`config.mk`:
```
export PLATFORM = sky130hd
export DESIGN_NAME = bpts_front
export DESIGN_NICKNAME = d
export VERILOG_FILES = /design/src/hdl/bpts_pkg.sv /design/src/hdl/bpts_front.sv
export SDC_FILE = /design/constraint.sdc
export NUM_CORES = 1
export LEC_CHECK = 0
export ABC_CLOCK_PERIOD_IN_PS = 6600
export BUFFER_PORTS_ARGS = -buffer_cell sky130_fd_sc_hd__buf_4
export CAP_MARGIN = 15
export CORE_MARGIN = 1
export CORE_UTILIZATION = 41
export DETAILED_ROUTE_END_ITERATION = 16
export GPL_ROUTABILITY_DRIVEN = 0
export PLACE_DENSITY = 0.72
export SKIP_CTS_REPAIR_TIMING = 1
export SYNTH_ARGS = -nofsm -noshare
export SYNTH_HDL_FRONTEND = slang
export SYNTH_SLANG_ARGS = --single-unit
```
`constraint.sdc`:
```
create_clock -name clock -period 6.6 [get_ports clock]
set_clock_uncertainty 0.1 [all_clocks]
set_input_delay 0.66 -clock clock [delete_from_list [all_inputs] [get_ports clock]]
set_output_delay 0.66 -clock clock [all_outputs]
set_load 0.02 [all_outputs]
```
`src/hdl/bpts_pkg.sv`:
```
// Shared types and constants for the Blinn-Phong toon vertex shader.
`timescale 1ns / 1ps
package bpts_pkg;
   localparam logic [15:0] ONE_Q14 = 16'd16384;
   localparam logic [14:0] HALF_Q14 = 15'd8192;

   localparam logic [2:0] MODE_DIFFUSE  = 3'd0;
   localparam logic [2:0] MODE_TOON     = 3'd1;
   localparam logic [2:0] MODE_SPECULAR = 3'd2;
   localparam logic [2:0] MODE_COMBINED = 3'd3;

   localparam logic [2:0] REG_SHADE_MODE = 3'd0;
   localparam logic [2:0] REG_LIGHT_X    = 3'd1;
   localparam logic [2:0] REG_LIGHT_Y    = 3'd2;
   localparam logic [2:0] REG_LIGHT_Z    = 3'd3;
   localparam logic [2:0] REG_CAM_X      = 3'd4;
   localparam logic [2:0] REG_CAM_Y      = 3'd5;
   localparam logic [2:0] REG_CAM_Z      = 3'd6;

   localparam logic [1:0] KIND_ITEM  = 2'd0;
   localparam logic [1:0] KIND_LIGHT = 2'd1;
   localparam logic [1:0] KIND_CAM   = 2'd2;
   localparam logic [1:0] KIND_HALF  = 2'd3;

   typedef struct packed {
      logic signed [15:0] normal_x;
      logic signed [15:0] normal_y;
      logic signed [15:0] normal_z;
   } req_type;

   typedef struct packed {
      logic [15:0] red;
      logic [15:0] green;
      logic [15:0] blue;
   } rsp_type;

   typedef logic signed [16:0] comp_type;

   typedef struct packed {
      logic [1:0] kind;
      comp_type   x;
      comp_type   y;
      comp_type   z;
   } vec_type;

   typedef struct packed {
      logic signed [15:0] x;
      logic signed [15:0] y;
      logic signed [15:0] z;
   } unit_type;

   typedef struct packed {
      logic [1:0] kind;
      unit_type   u;
   } unit_out_type;

   typedef struct packed {
      logic     cam_done;
      logic     half_done;
      comp_type hx;
      comp_type hy;
      comp_type hz;
   } setup_type;
endpackage

```
`src/hdl/bpts_front.sv`:
```
// Front end: registers, setup sequencer and the item queue toward the shading pipeline.
`timescale 1ns / 1ps
module bpts_front import bpts_pkg::*; (
   input  logic      clock,
   input  logic      reset,
   input  logic      req_valid,
   output logic      req_stall,
   input  req_type   req_data,
   input  logic      csr_we,
   input  logic [2:0] csr_index,
   input  logic [15:0] csr_wdata,
   input  logic      pop,
   output logic      head_valid,
   output vec_type   head,
   output logic [2:0] mode,
   input  setup_type setup
);
   localparam logic [2:0] ST_IDLE      = 3'd0;
   localparam logic [2:0] ST_LIGHT     = 3'd1;
   localparam logic [2:0] ST_CAM       = 3'd2;
   localparam logic [2:0] ST_WAIT_CAM  = 3'd3;
   localparam logic [2:0] ST_HALF      = 3'd4;
   localparam logic [2:0] ST_WAIT_HALF = 3'd5;

   logic [2:0] mode_ff;
   logic signed [15:0] lx_ff, ly_ff, lz_ff, cx_ff, cy_ff, cz_ff;
   logic [2:0] state_ff, state_in;
   logic dirty_ff, dirty_in;
   vec_type mem_ff [0:1];
   logic wr_ptr_ff, rd_ptr_ff;
   logic [1:0] count_ff, count_in;
   logic full, push, busy;
   vec_type push_vec;

   assign busy = (state_ff != ST_IDLE);
   assign full = (count_ff == 2'd2);
   assign req_stall = busy | full | csr_we;
   assign head_valid = (count_ff != 2'd0);
   assign head = mem_ff[rd_ptr_ff];
   assign mode = mode_ff;

   always_comb begin
      push = 1'b0;
      push_vec = '0;
      state_in = state_ff;
      dirty_in = dirty_ff | (csr_we & busy);
      case (state_ff)
         ST_IDLE: begin
            if (csr_we) begin
               state_in = ST_LIGHT;
            end else if (req_valid && !full) begin
               push = 1'b1;
               push_vec = {KIND_ITEM, 17'(req_data.normal_x), 17'(req_data.normal_y),
                           17'(req_data.normal_z)};
            end
         end
         ST_LIGHT: begin
            if (!full) begin
               push = 1'b1;
               push_vec = {KIND_LIGHT, 17'(lx_ff), 17'(ly_ff), 17'(lz_ff)};
               state_in = ST_CAM;
            end
         end
         ST_CAM: begin
            if (!full) begin
               push = 1'b1;
               push_vec = {KIND_CAM, 17'(cx_ff), 17'(cy_ff), 17'(cz_ff)};
               state_in = ST_WAIT_CAM;
            end
         end
         ST_WAIT_CAM: begin
            if (setup.cam_done) begin
               state_in = ST_HALF;
            end
         end
         ST_HALF: begin
            if (!full) begin
               push = 1'b1;
               push_vec = {KIND_HALF, setup.hx, setup.hy, setup.hz};
               state_in = ST_WAIT_HALF;
            end
         end
         ST_WAIT_HALF: begin
            if (setup.half_done) begin
               state_in = (dirty_ff || csr_we) ? ST_LIGHT : ST_IDLE;
               dirty_in = 1'b0;
            end
         end
         default: state_in = ST_LIGHT;
      endcase
   end

   always_comb begin
      count_in = count_ff;
      if (push && !(pop && head_valid)) begin
         count_in = count_ff + 2'd1;
      end else if (!push && pop && head_valid) begin
         count_in = count_ff - 2'd1;
      end
   end

   always_ff @(posedge clock) begin
      if (reset) begin
         state_ff <= ST_LIGHT;
         dirty_ff <= 1'b0;
         count_ff <= 2'd0;
         wr_ptr_ff <= 1'b0;
         rd_ptr_ff <= 1'b0;
         mode_ff <= MODE_DIFFUSE;
         lx_ff <= 16'sd0;
         ly_ff <= 16'sd0;
         lz_ff <= 16'sd12288;
         cx_ff <= 16'sd0;
         cy_ff <= 16'sd0;
         cz_ff <= -16'sd16384;
      end else begin
         state_ff <= state_in;
         dirty_ff <= dirty_in;
         count_ff <= count_in;
         if (push) begin
            wr_ptr_ff <= ~wr_ptr_ff;
         end
         if (pop && head_valid) begin
            rd_ptr_ff <= ~rd_ptr_ff;
         end
         if (csr_we) begin
            case (csr_index)
               REG_SHADE_MODE: mode_ff <= csr_wdata[2:0];
               REG_LIGHT_X:    lx_ff <= csr_wdata;
               REG_LIGHT_Y:    ly_ff <= csr_wdata;
               REG_LIGHT_Z:    lz_ff <= csr_wdata;
               REG_CAM_X:      cx_ff <= csr_wdata;
               REG_CAM_Y:      cy_ff <= csr_wdata;
               REG_CAM_Z:      cz_ff <= csr_wdata;
               default: ;
            endcase
         end
      end
   end

   always_ff @(posedge clock) begin
      if (push) begin
         mem_ff[wr_ptr_ff] <= push_vec;
      end
   end
endmodule

```
==> Yosys cells after proc, flatten, opt, wreduce, memory -nomap -nowiden <==
Memories as Yosys holds them, arrays and structs flattened. A register that Yosys moved wholly into a read port is not among the register bits.
Cells that the tools add are included.
{ "classes": {"n_addsub": 2, "n_eq_ne": 18, "muxes": 26, "bitwise": 6, "n_reduce_logical": 23} }
{ "op_table": {"columns": ["op", "n"], "rows": [
  ["$pmux W53 S4", 1],
  ["$mux W53", 2],
  ["$mux W51", 2],
  ["$mux W52", 1],
  ["$mux W3", 6],
  ["$pmux W3 S6", 1],
  ["$eq A3 B3 Y1 const B", 5],
  ["$reduce_and A2 Y1", 7],
  ["$eq A3 B2 Y1 const B", 4],
  ["$ne A2 B2 Y1 const B", 6],
  ["$mux W1", 10],
  ["$eq A3 B1 Y1 const B", 2],
  ["$logic_not A3 Y1", 2],
  ["$reduce_and A6 Y1", 1],
  ["$logic_and A1 B1 Y1", 5],
  ["$mux W2", 2],
  ["$reduce_bool A2 Y1", 2],
  ["$logic_not A1 Y1", 3],
  ["$or A1 B1 Y1", 3],
  ["$reduce_bool A3 Y1", 1],
  ["$reduce_or A3 Y1", 1],
  ["$add A2 B1 Y2 const B", 1],
  ["$eq A2 B2 Y1 const B", 1],
  ["$not A1 Y1", 2],
  ["other kinds (4)", 4]
]} }
{ "word_totals": {"register_bits": 107, "mem_bits_rw": 106, "in_bits": 125, "out_inout_bits": 58, "word_cells": 88, "memories": 1} }
{ "mem_list": {"columns": ["memory", "depth", "word_bits", "rd", "rd_ports_with_merged_regs", "wr", "line", "rtl"], "rows": [
  ["mem_ff", 2, 53, 1, 1, 1, "bpts_front.sv:29", "vec_type mem_ff [0:1];"]
]} }

==> Logic depth before layout (Yosys ltp) <==
Gate-level depths: netlist (run 1).
{ "logic_depth": {"depth_word": 11, "ltp_mapped": 7, "ltp_nobuf": 6} }

==> Worst setup path after synthesis (run 1) <==
OpenSTA, ideal clock, no wires.
{ "synth_path": {"kind": "in2reg", "from": "input csr_we", "to": "memory mem_ff[0][0] (netlist bit) (enable)", "setup_ps": 464, "t_arrival_ps": 3428, "t_required_ps": 6036, "path_slack_ps": 2608, "path_stages": 4, "n_path_buf": 1, "cell_sequence": "buf_2 > nor2b_1 > o2111ai_4 > nor2_1"} }
{ "synth_between": {"elab_chain_len": 4} }
{ "synth_lines": {"columns": ["item", "line", "rtl"], "rows": [
  ["start: declaration", "bpts_front.sv:9", "input logic csr_we,"],
  ["$mux W1", "bpts_front.sv:49", "if (csr_we) begin"],
  ["$pmux W1 S2", "bpts_front.sv:47", "case (state_ff)"],
  ["$mux W1", "bpts_front.sv:142", "if (push) begin"],
  ["$mux W1 (not written as such)", "bpts_front.sv:143", "mem_ff[wr_ptr_ff] <= push_vec;"],
  ["end: declaration", "bpts_front.sv:29", null]
]} }
Every way passes these cells.

==> results of run 1 <==
[Yosys cell counts, types with 3 or more instances]
cell type,count,area share [%]
a31oi_1,6,0.42
a22oi_1,3,0.25
nand3_1,4,0.22
mux2i_1,4,0.45
clkbuf_1,38,1.6
edfxtp_1,106,35
nand2_1,255,11
dfxtp_1,108,24
a222oi_1,45,5.0
a21oi_1,141,7.9
and3_1,3,0.21
nand2b_1,5,0.35
nor2b_1,5,0.35
xnor2_1,3,0.29
nand3b_1,4,0.33
buf_2,18,1.0
nor2_1,21,0.88
o21ai_0,4,0.22
buf_1,3,0.13
mux2_2,53,6.6
nor3_1,4,0.22
[metal layers]
layer / up-vias / global-route usage (%) / wire [um]
li1: 3447 / - / -
met1: 3542 / 29.03 / 10400
met2: 320 / 36.92 / 12150
met3: 50 / 3.963 / 2237
met4: 0 / 8.182 / 757
met5: - / 0 / 0
[flip-flops by register name, indices dropped and copies added (netlist names), named ones only]
register and cells:
dirty_ff 1, lx_ff 16, wr_ptr_ff 1, state_ff 3, rd_ptr_ff 1, mode 3
cy_ff 16, cx_ff 16, lz_ff 16, ly_ff 16, mem_ff 106, cz_ff 16
count_ff 2
[cells by family after synthesis]
family | synth area share (%)
simple gates | 14.81
flops | 59.47
compound gates | 14.88
buf+inv | 3.229
mux | 7.085
xor+xnor | 0.3898
fa+ha+maj | 0.1392
[critical path: stages, from the launching register on]
cell and delay [ns]:
dfxtp_2 0.31, buf_4 0.61, mux2_2 0.44, buf_4 0.16
[cell type report]
class | instances | area [um2] | share of cell area [%]
clock buffer | 32 | 613.1 | 5.476
multi-input combinational | 588 | 3386 | 30.24
inverter | 3 | 11.26 | 0.1006
clock inverter | 9 | 46.29 | 0.4135
tap | 275 | 344.1 | 3.073
sequential | 214 | 5346 | 47.75
timing repair buffer | 193 | 1449 | 12.94
[layout by cell type, fill, tap and decap left out, types with 6 or more instances in the layout]
cell / n
a21oi_1: 141
a31oi_1: 6
clkbuf_16: 23
clkbuf_1: 8
dfxtp_1: 107
edfxtp_1: 106
a222oi_1: 45
buf_4: 193
nand2_1: 255
nor2_1: 18
mux2_2: 53
[power by group through the flow]
stage / Combinational [mW] / Sequential (mW) / Clock, mW
floorplan: 1.04 / 1.91 / 0
global placement: 1.66 / 1.92 / 0
detailed placement: 1.66 / 1.94 / 0
CTS: 1.67 / 1.91 / 1.16
global route: 1.77 / 1.94 / 1.21
finish: 1.66 / 1.91 / 1.14
[final timing paths]
kind | depth (start not counted) | slack, ns | start | to
worst min-delay path | 2 | 0.29 | pop | count_ff[1]
worst min register to register | 2 | 0.35 | ly_ff[15] | ly_ff[15]
worst max-delay path | 3 | 3.77 | flop | head[36]
worst max register to register | 4 | 3.97 | state_ff[2] | mem_ff[0][33]
==> results by group, run 1 <==
Clock network
  – Clock transition at path regs: 0.06 ns
  – Clock Latency Late Sink: 0.50 ns
  – Htree depth: 1
  – Sink Count: 214
  – CTS root buf: clkbuf_16
  – Clk buf depth: 3
  – CTS tree: yes
  – Total CTS buffers: 23

Global route
  – All-Layer GR Usage: 22.28%
  – First-pass GRT wire length: 38.13 mm
  – GRT overflow: 0
  – Antenna violations before repair: 0
  – Vias in the first global route: 7088
  – Largest net degree at the start of global routing: 92

Synth
  – Post-synth EDFFs: 106
  – Net Count, Synth: 994
  – Post-synthesis register bit count: 214
  – Synth cell types: 47
  – Avg Synthesized Cell Area: 10.36 um2
  – Synth Cell Area: 8989 um2
  – Fraction of registers with async set/reset: 0%
  – Syn. warnings: 0
  – Main synth FF type: dfxtp_1
  – Register area share after synthesis: 59.47%
  – Mapped Cells: 868

Drt
  – Antenna-violating nets left: 0
  – First-pass detailed-route iteration total: 9
  – Avg WL per Cell: 19.44 um
  – Wirelength, routed: 25.55 mm
  – Post-DR vias/cell: 5.600
  – Residual DRC count: 0
  – Number of DRC markers in iteration 0: 824
  – Via Count: 7359

STA
  – Max Slew Vio Count: 0
  – RSZ-0062 raised after global routing: false
  – Worst hold slack: 0.2929 ns
  – Finish-stage setup viols: 0
  – Final Hold Fails: 0
  – Worst Tran Pin Value: 1.164 ns
  – Post-route clock period utilization: 42.95%
  – Setup TNS: 0 ns
  – FMAX: 0.3528 GHz
  – Fin worst setup slack: 3.765 ns
  – Slew headroom: 22.38%
  – Fin crit period: 2.835 ns

Power
  – Logic pwr share: 35.2%
  – VDD IR max: 0.2463 mV
  – Clock Power Share: 24.3%
  – Net Sw Power: 1.607 mW
  – Reg power frac: 40.5%
  – Pwr Density: 420.5 nW/um2
  – Int Power: 3.101 mW
  – Pleak: 4.025 nW
  – Overall Power: 4.708 mW
  – Switch share: 34.14%

Worst hold path
  – Hold crit path type: primary input to flop

Layout
  – Nets@finish: 1149
  – Fillers: 1905
  – Final std cells w/o fill: 1314
  – Fin util: 52.60%
  – Area growth syn-to-layout: 24.55%
  – Ant diodes: 0
  – Layout cells sized above 1: 28.30%
  – Finished Cell Area: 11200 um2

Run
  – Maxcap violations: 0

Place
  – DP Cell Count: 1271
  – Placed inst area: 10520 um2
  – HPWL after detailed placement: 15.99 mm
  – Place WS: 3.841 ns
  – Port buffer count: 182

Die
  – Area of the core: 21290 um2
  – Die ar.: 22520 um2
  – Chip height: 150.1 um
  – Initial Utilization: 42.23%
  – I/O pin count: 183
  – Row cnt: 53
  – Die Wd: 150.1 um

Worst setup path
  – Critical path type: flop to primary output
  – Nature of the critical path startpoint: flop
  – Crit path max fanout: 53
  – Required @ worst endpoint: 5.84 ns
  – Critical Path AT: 2.07 ns
  – CP Capture Type: primary output

Status
  – Status: complete, no violations
Note: power is estimated with default switching activity, not from simulation.
==> inputs of run 2 (changes only) <==
--- a/config.mk
+++ b/config.mk
@@ -5,7 +5,7 @@
 export SDC_FILE = /design/constraint.sdc
 export NUM_CORES = 1
 export LEC_CHECK = 0
-export ABC_CLOCK_PERIOD_IN_PS = 6600
+export ABC_CLOCK_PERIOD_IN_PS = 2700
 export BUFFER_PORTS_ARGS = -buffer_cell sky130_fd_sc_hd__buf_4
 export CAP_MARGIN = 15
 export CORE_MARGIN = 1
==> constraint.sdc (replaced) <==
create_clock -name clock -period 2.7 [get_ports clock]
set_clock_uncertainty 0.1 [all_clocks]
set_input_delay 0.27 -clock clock [delete_from_list [all_inputs] [get_ports clock]]
set_output_delay 0.27 -clock clock [all_outputs]
set_load 0.02 [all_outputs]
==> run 2 against run 1 <==
Effect of this change:
- non-clock buffer count increased by 23
- highest routed layer unchanged
- clock power increased to 2.5 times the previous value
- critical path type is now flop to flop
- combinational power increased to 2.6 times the previous value
- worst setup slack got worse by 3.3 ns
- largest cell class unchanged
- global-route usage increased by 0.58 points
- total power increased to 2.5 times the previous value
- critical endpoint is now mem_ff[1][28]
- worst hold slack got worse by 0.29 ns
- utilization increased by 1.5 points
==> results by group, run 2 (synthesis gave the netlist of run 1 again) <==
Status
  – Status: complete, no violations

Drt
  – Antenna-violating nets left: 0
  – Wirelength, routed: 26.26 mm
  – Residual DRC count: 0
  – Avg WL per Cell: 19.66 um
  – Post-DR vias/cell: 5.590
  – Via Count: 7468
  – First-pass detailed-route iteration total: 7
  – Number of DRC markers in iteration 0: 743

Run
  – Maxcap violations: 0

Clock network
  – Clock Latency Late Sink: 0.50 ns
  – Sink Count: 214
  – Total CTS buffers: 22
  – Clock transition at path regs: 0.06 ns
  – Htree depth: 1
  – Clk buf depth: 3
  – CTS tree: yes
  – CTS root buf: clkbuf_16

Worst setup path
  – Critical path type: flop to flop
  – CP top delay family: simple AND/OR/NAND/NOR gates
  – Crit path max fanout: 40
  – CP max-delay cell: dfxtp_1
  – R2R Path Start: state_ff[1]
  – Nature of the critical path startpoint: flop
  – Critical Path AT: 2.34 ns
  – Crit path from: state_ff[1]
  – Slowest stage delay, CP: 0.58 ns
  – CP Capture Type: flop
  – Critical-path cell list: or3_4 > o2111ai_4 > nor2_4 > buf_12
  – Required @ worst endpoint: 2.78 ns
  – CP Buf/Inv Count: 1

Place
  – HPWL after detailed placement: 17.15 mm
  – Port buffer count: 182
  – Placed inst area: 10660 um2

Layout
  – Largest Register: mem_ff
  – Nets@finish: 1171
  – Most frequent cells in the layout: 255 x nand2_1, 194 x buf_4, 141 x a21oi_1, 107 x dfxtp_1, 106 x edfxtp_1
  – Ant diodes: 0
  – Seq. cell area: 5346 um2
  – Finished Cell Area: 11510 um2
  – Fillers: 1877
  – Multi-input gate area: 3386 um2
  – Area growth syn-to-layout: 28.01%
  – Most common cell after layout, fill and taps aside: nand2_1
  – Layout cells sized above 1: 28.46%
  – Max FFs per register: 106

Global route
  – Antenna violations before repair: 0
  – Vias in the first global route: 7215
  – All-Layer GR Usage: 22.85%
  – GRT overflow: 0
  – First-pass GRT wire length: 39.14 mm
  – Largest net degree at the start of global routing: 53

Die
  – Area of the core: 21290 um2
  – Die ar.: 22520 um2
  – Initial Utilization: 42.23%
  – I/O pin count: 183
  – Die Wd: 150.1 um
  – Row cnt: 53
  – Chip height: 150.1 um

STA
  – Fin crit period: 2.267 ns
  – Setup TNS: 0 ns
  – Worst Tran Pin Value: 0.8319 ns
  – Finish-stage setup viols: 0
  – RSZ-0062 raised after global routing: false
  – Slew headroom: 44.54%
  – FMAX: 0.4410 GHz
  – Max Slew Vio Count: 0
  – Post-route clock period utilization: 83.98%
  – Final Hold Fails: 0

Power
  – VDD IR max: 0.7402 mV
  – Pwr Density: 1027 nW/um2
  – Pleak: 4.161 nW

Worst hold path
  – Hold crit path type: primary input to flop
  – Hold Crit Start: csr_wdata[10]
run 2: cell types whose count changed in the layout (fill, tap and decap cells not counted), moves of 2 or more:
| cell | previous run | this run |
|---|---|---|
| buf_12 | 0 | 6 |
| clkinv_1 | 3 | 1 |
| dlygate4sd3_1 | 0 | 16 |
| clkbuf_8 | 0 | 3 |
run 2: tightest hold or removal path: cells and delay by family:
kind / cells / cell delay [ns]
simple gates: 1 / 0.07
compound gates: 1 / 0.05
buf+inv: 1 / 0.16
run 2: area by class of cell:
class / instances / share of cell area (%)
multi-input combinational: 588 / 29.43
tap: 275 / 2.990
sequential: 214 / 46.47
clock inverter: 5 / 0.2392
inverter: 3 / 0.09787
clock buffer: 35 / 5.687
timing repair buffer: 216 / 15.09
run 2: per-layer routing:
| metal | track usage [%] | wire [um] | part of all wire, % |
|---|---|---|---|
| met3 | 3.567 | 2401 | 9.1 |
| met5 | 0 | 0 | 0 |
| met2 | 38.50 | 12910 | 49 |
| met4 | 7.273 | 602 | 2.3 |
| met1 | 29.99 | 10340 | 39 |
run 2: final timing paths:
kind                   endpoint  slack, ns  cells past startpoint
hold / removal        cz_ff[10]      0.005                      3
setup / recovery  mem_ff[1][28]       0.43                      4
hold reg to reg       ly_ff[11]       0.36                      2
setup reg to reg  mem_ff[1][28]       0.43                      4
run 2: metrics by stage:
stage | worst slack [ns] | util, % | hold WS (ns) | std cells | power [mW]
after CTS | 0.4331 | 53.30 | -0.1119 | 1320 | 11.85
after detailed placement | 0.4350 | 50.10 | 0.3469 | 1280 | 8.995
after floorplan | -0.1002 | - | 0.2655 | 868 | 7.199
final | 0.4327 | 54.05 | 0.005332 | 1336 | 11.82
after global placement | 0.5005 | 50.10 | 0.3416 | 1280 | 8.921
after global routing | 0.2789 | 54.05 | 0.007654 | 1336 | 12.31
run 2: where the power goes:
group / total, mW / switching, mW / internal [mW]
sequential: 4.65 / 0.236 / 4.42
combinational: 4.28 / 2.58 / 1.71
clock: 2.88 / 1.22 / 1.66
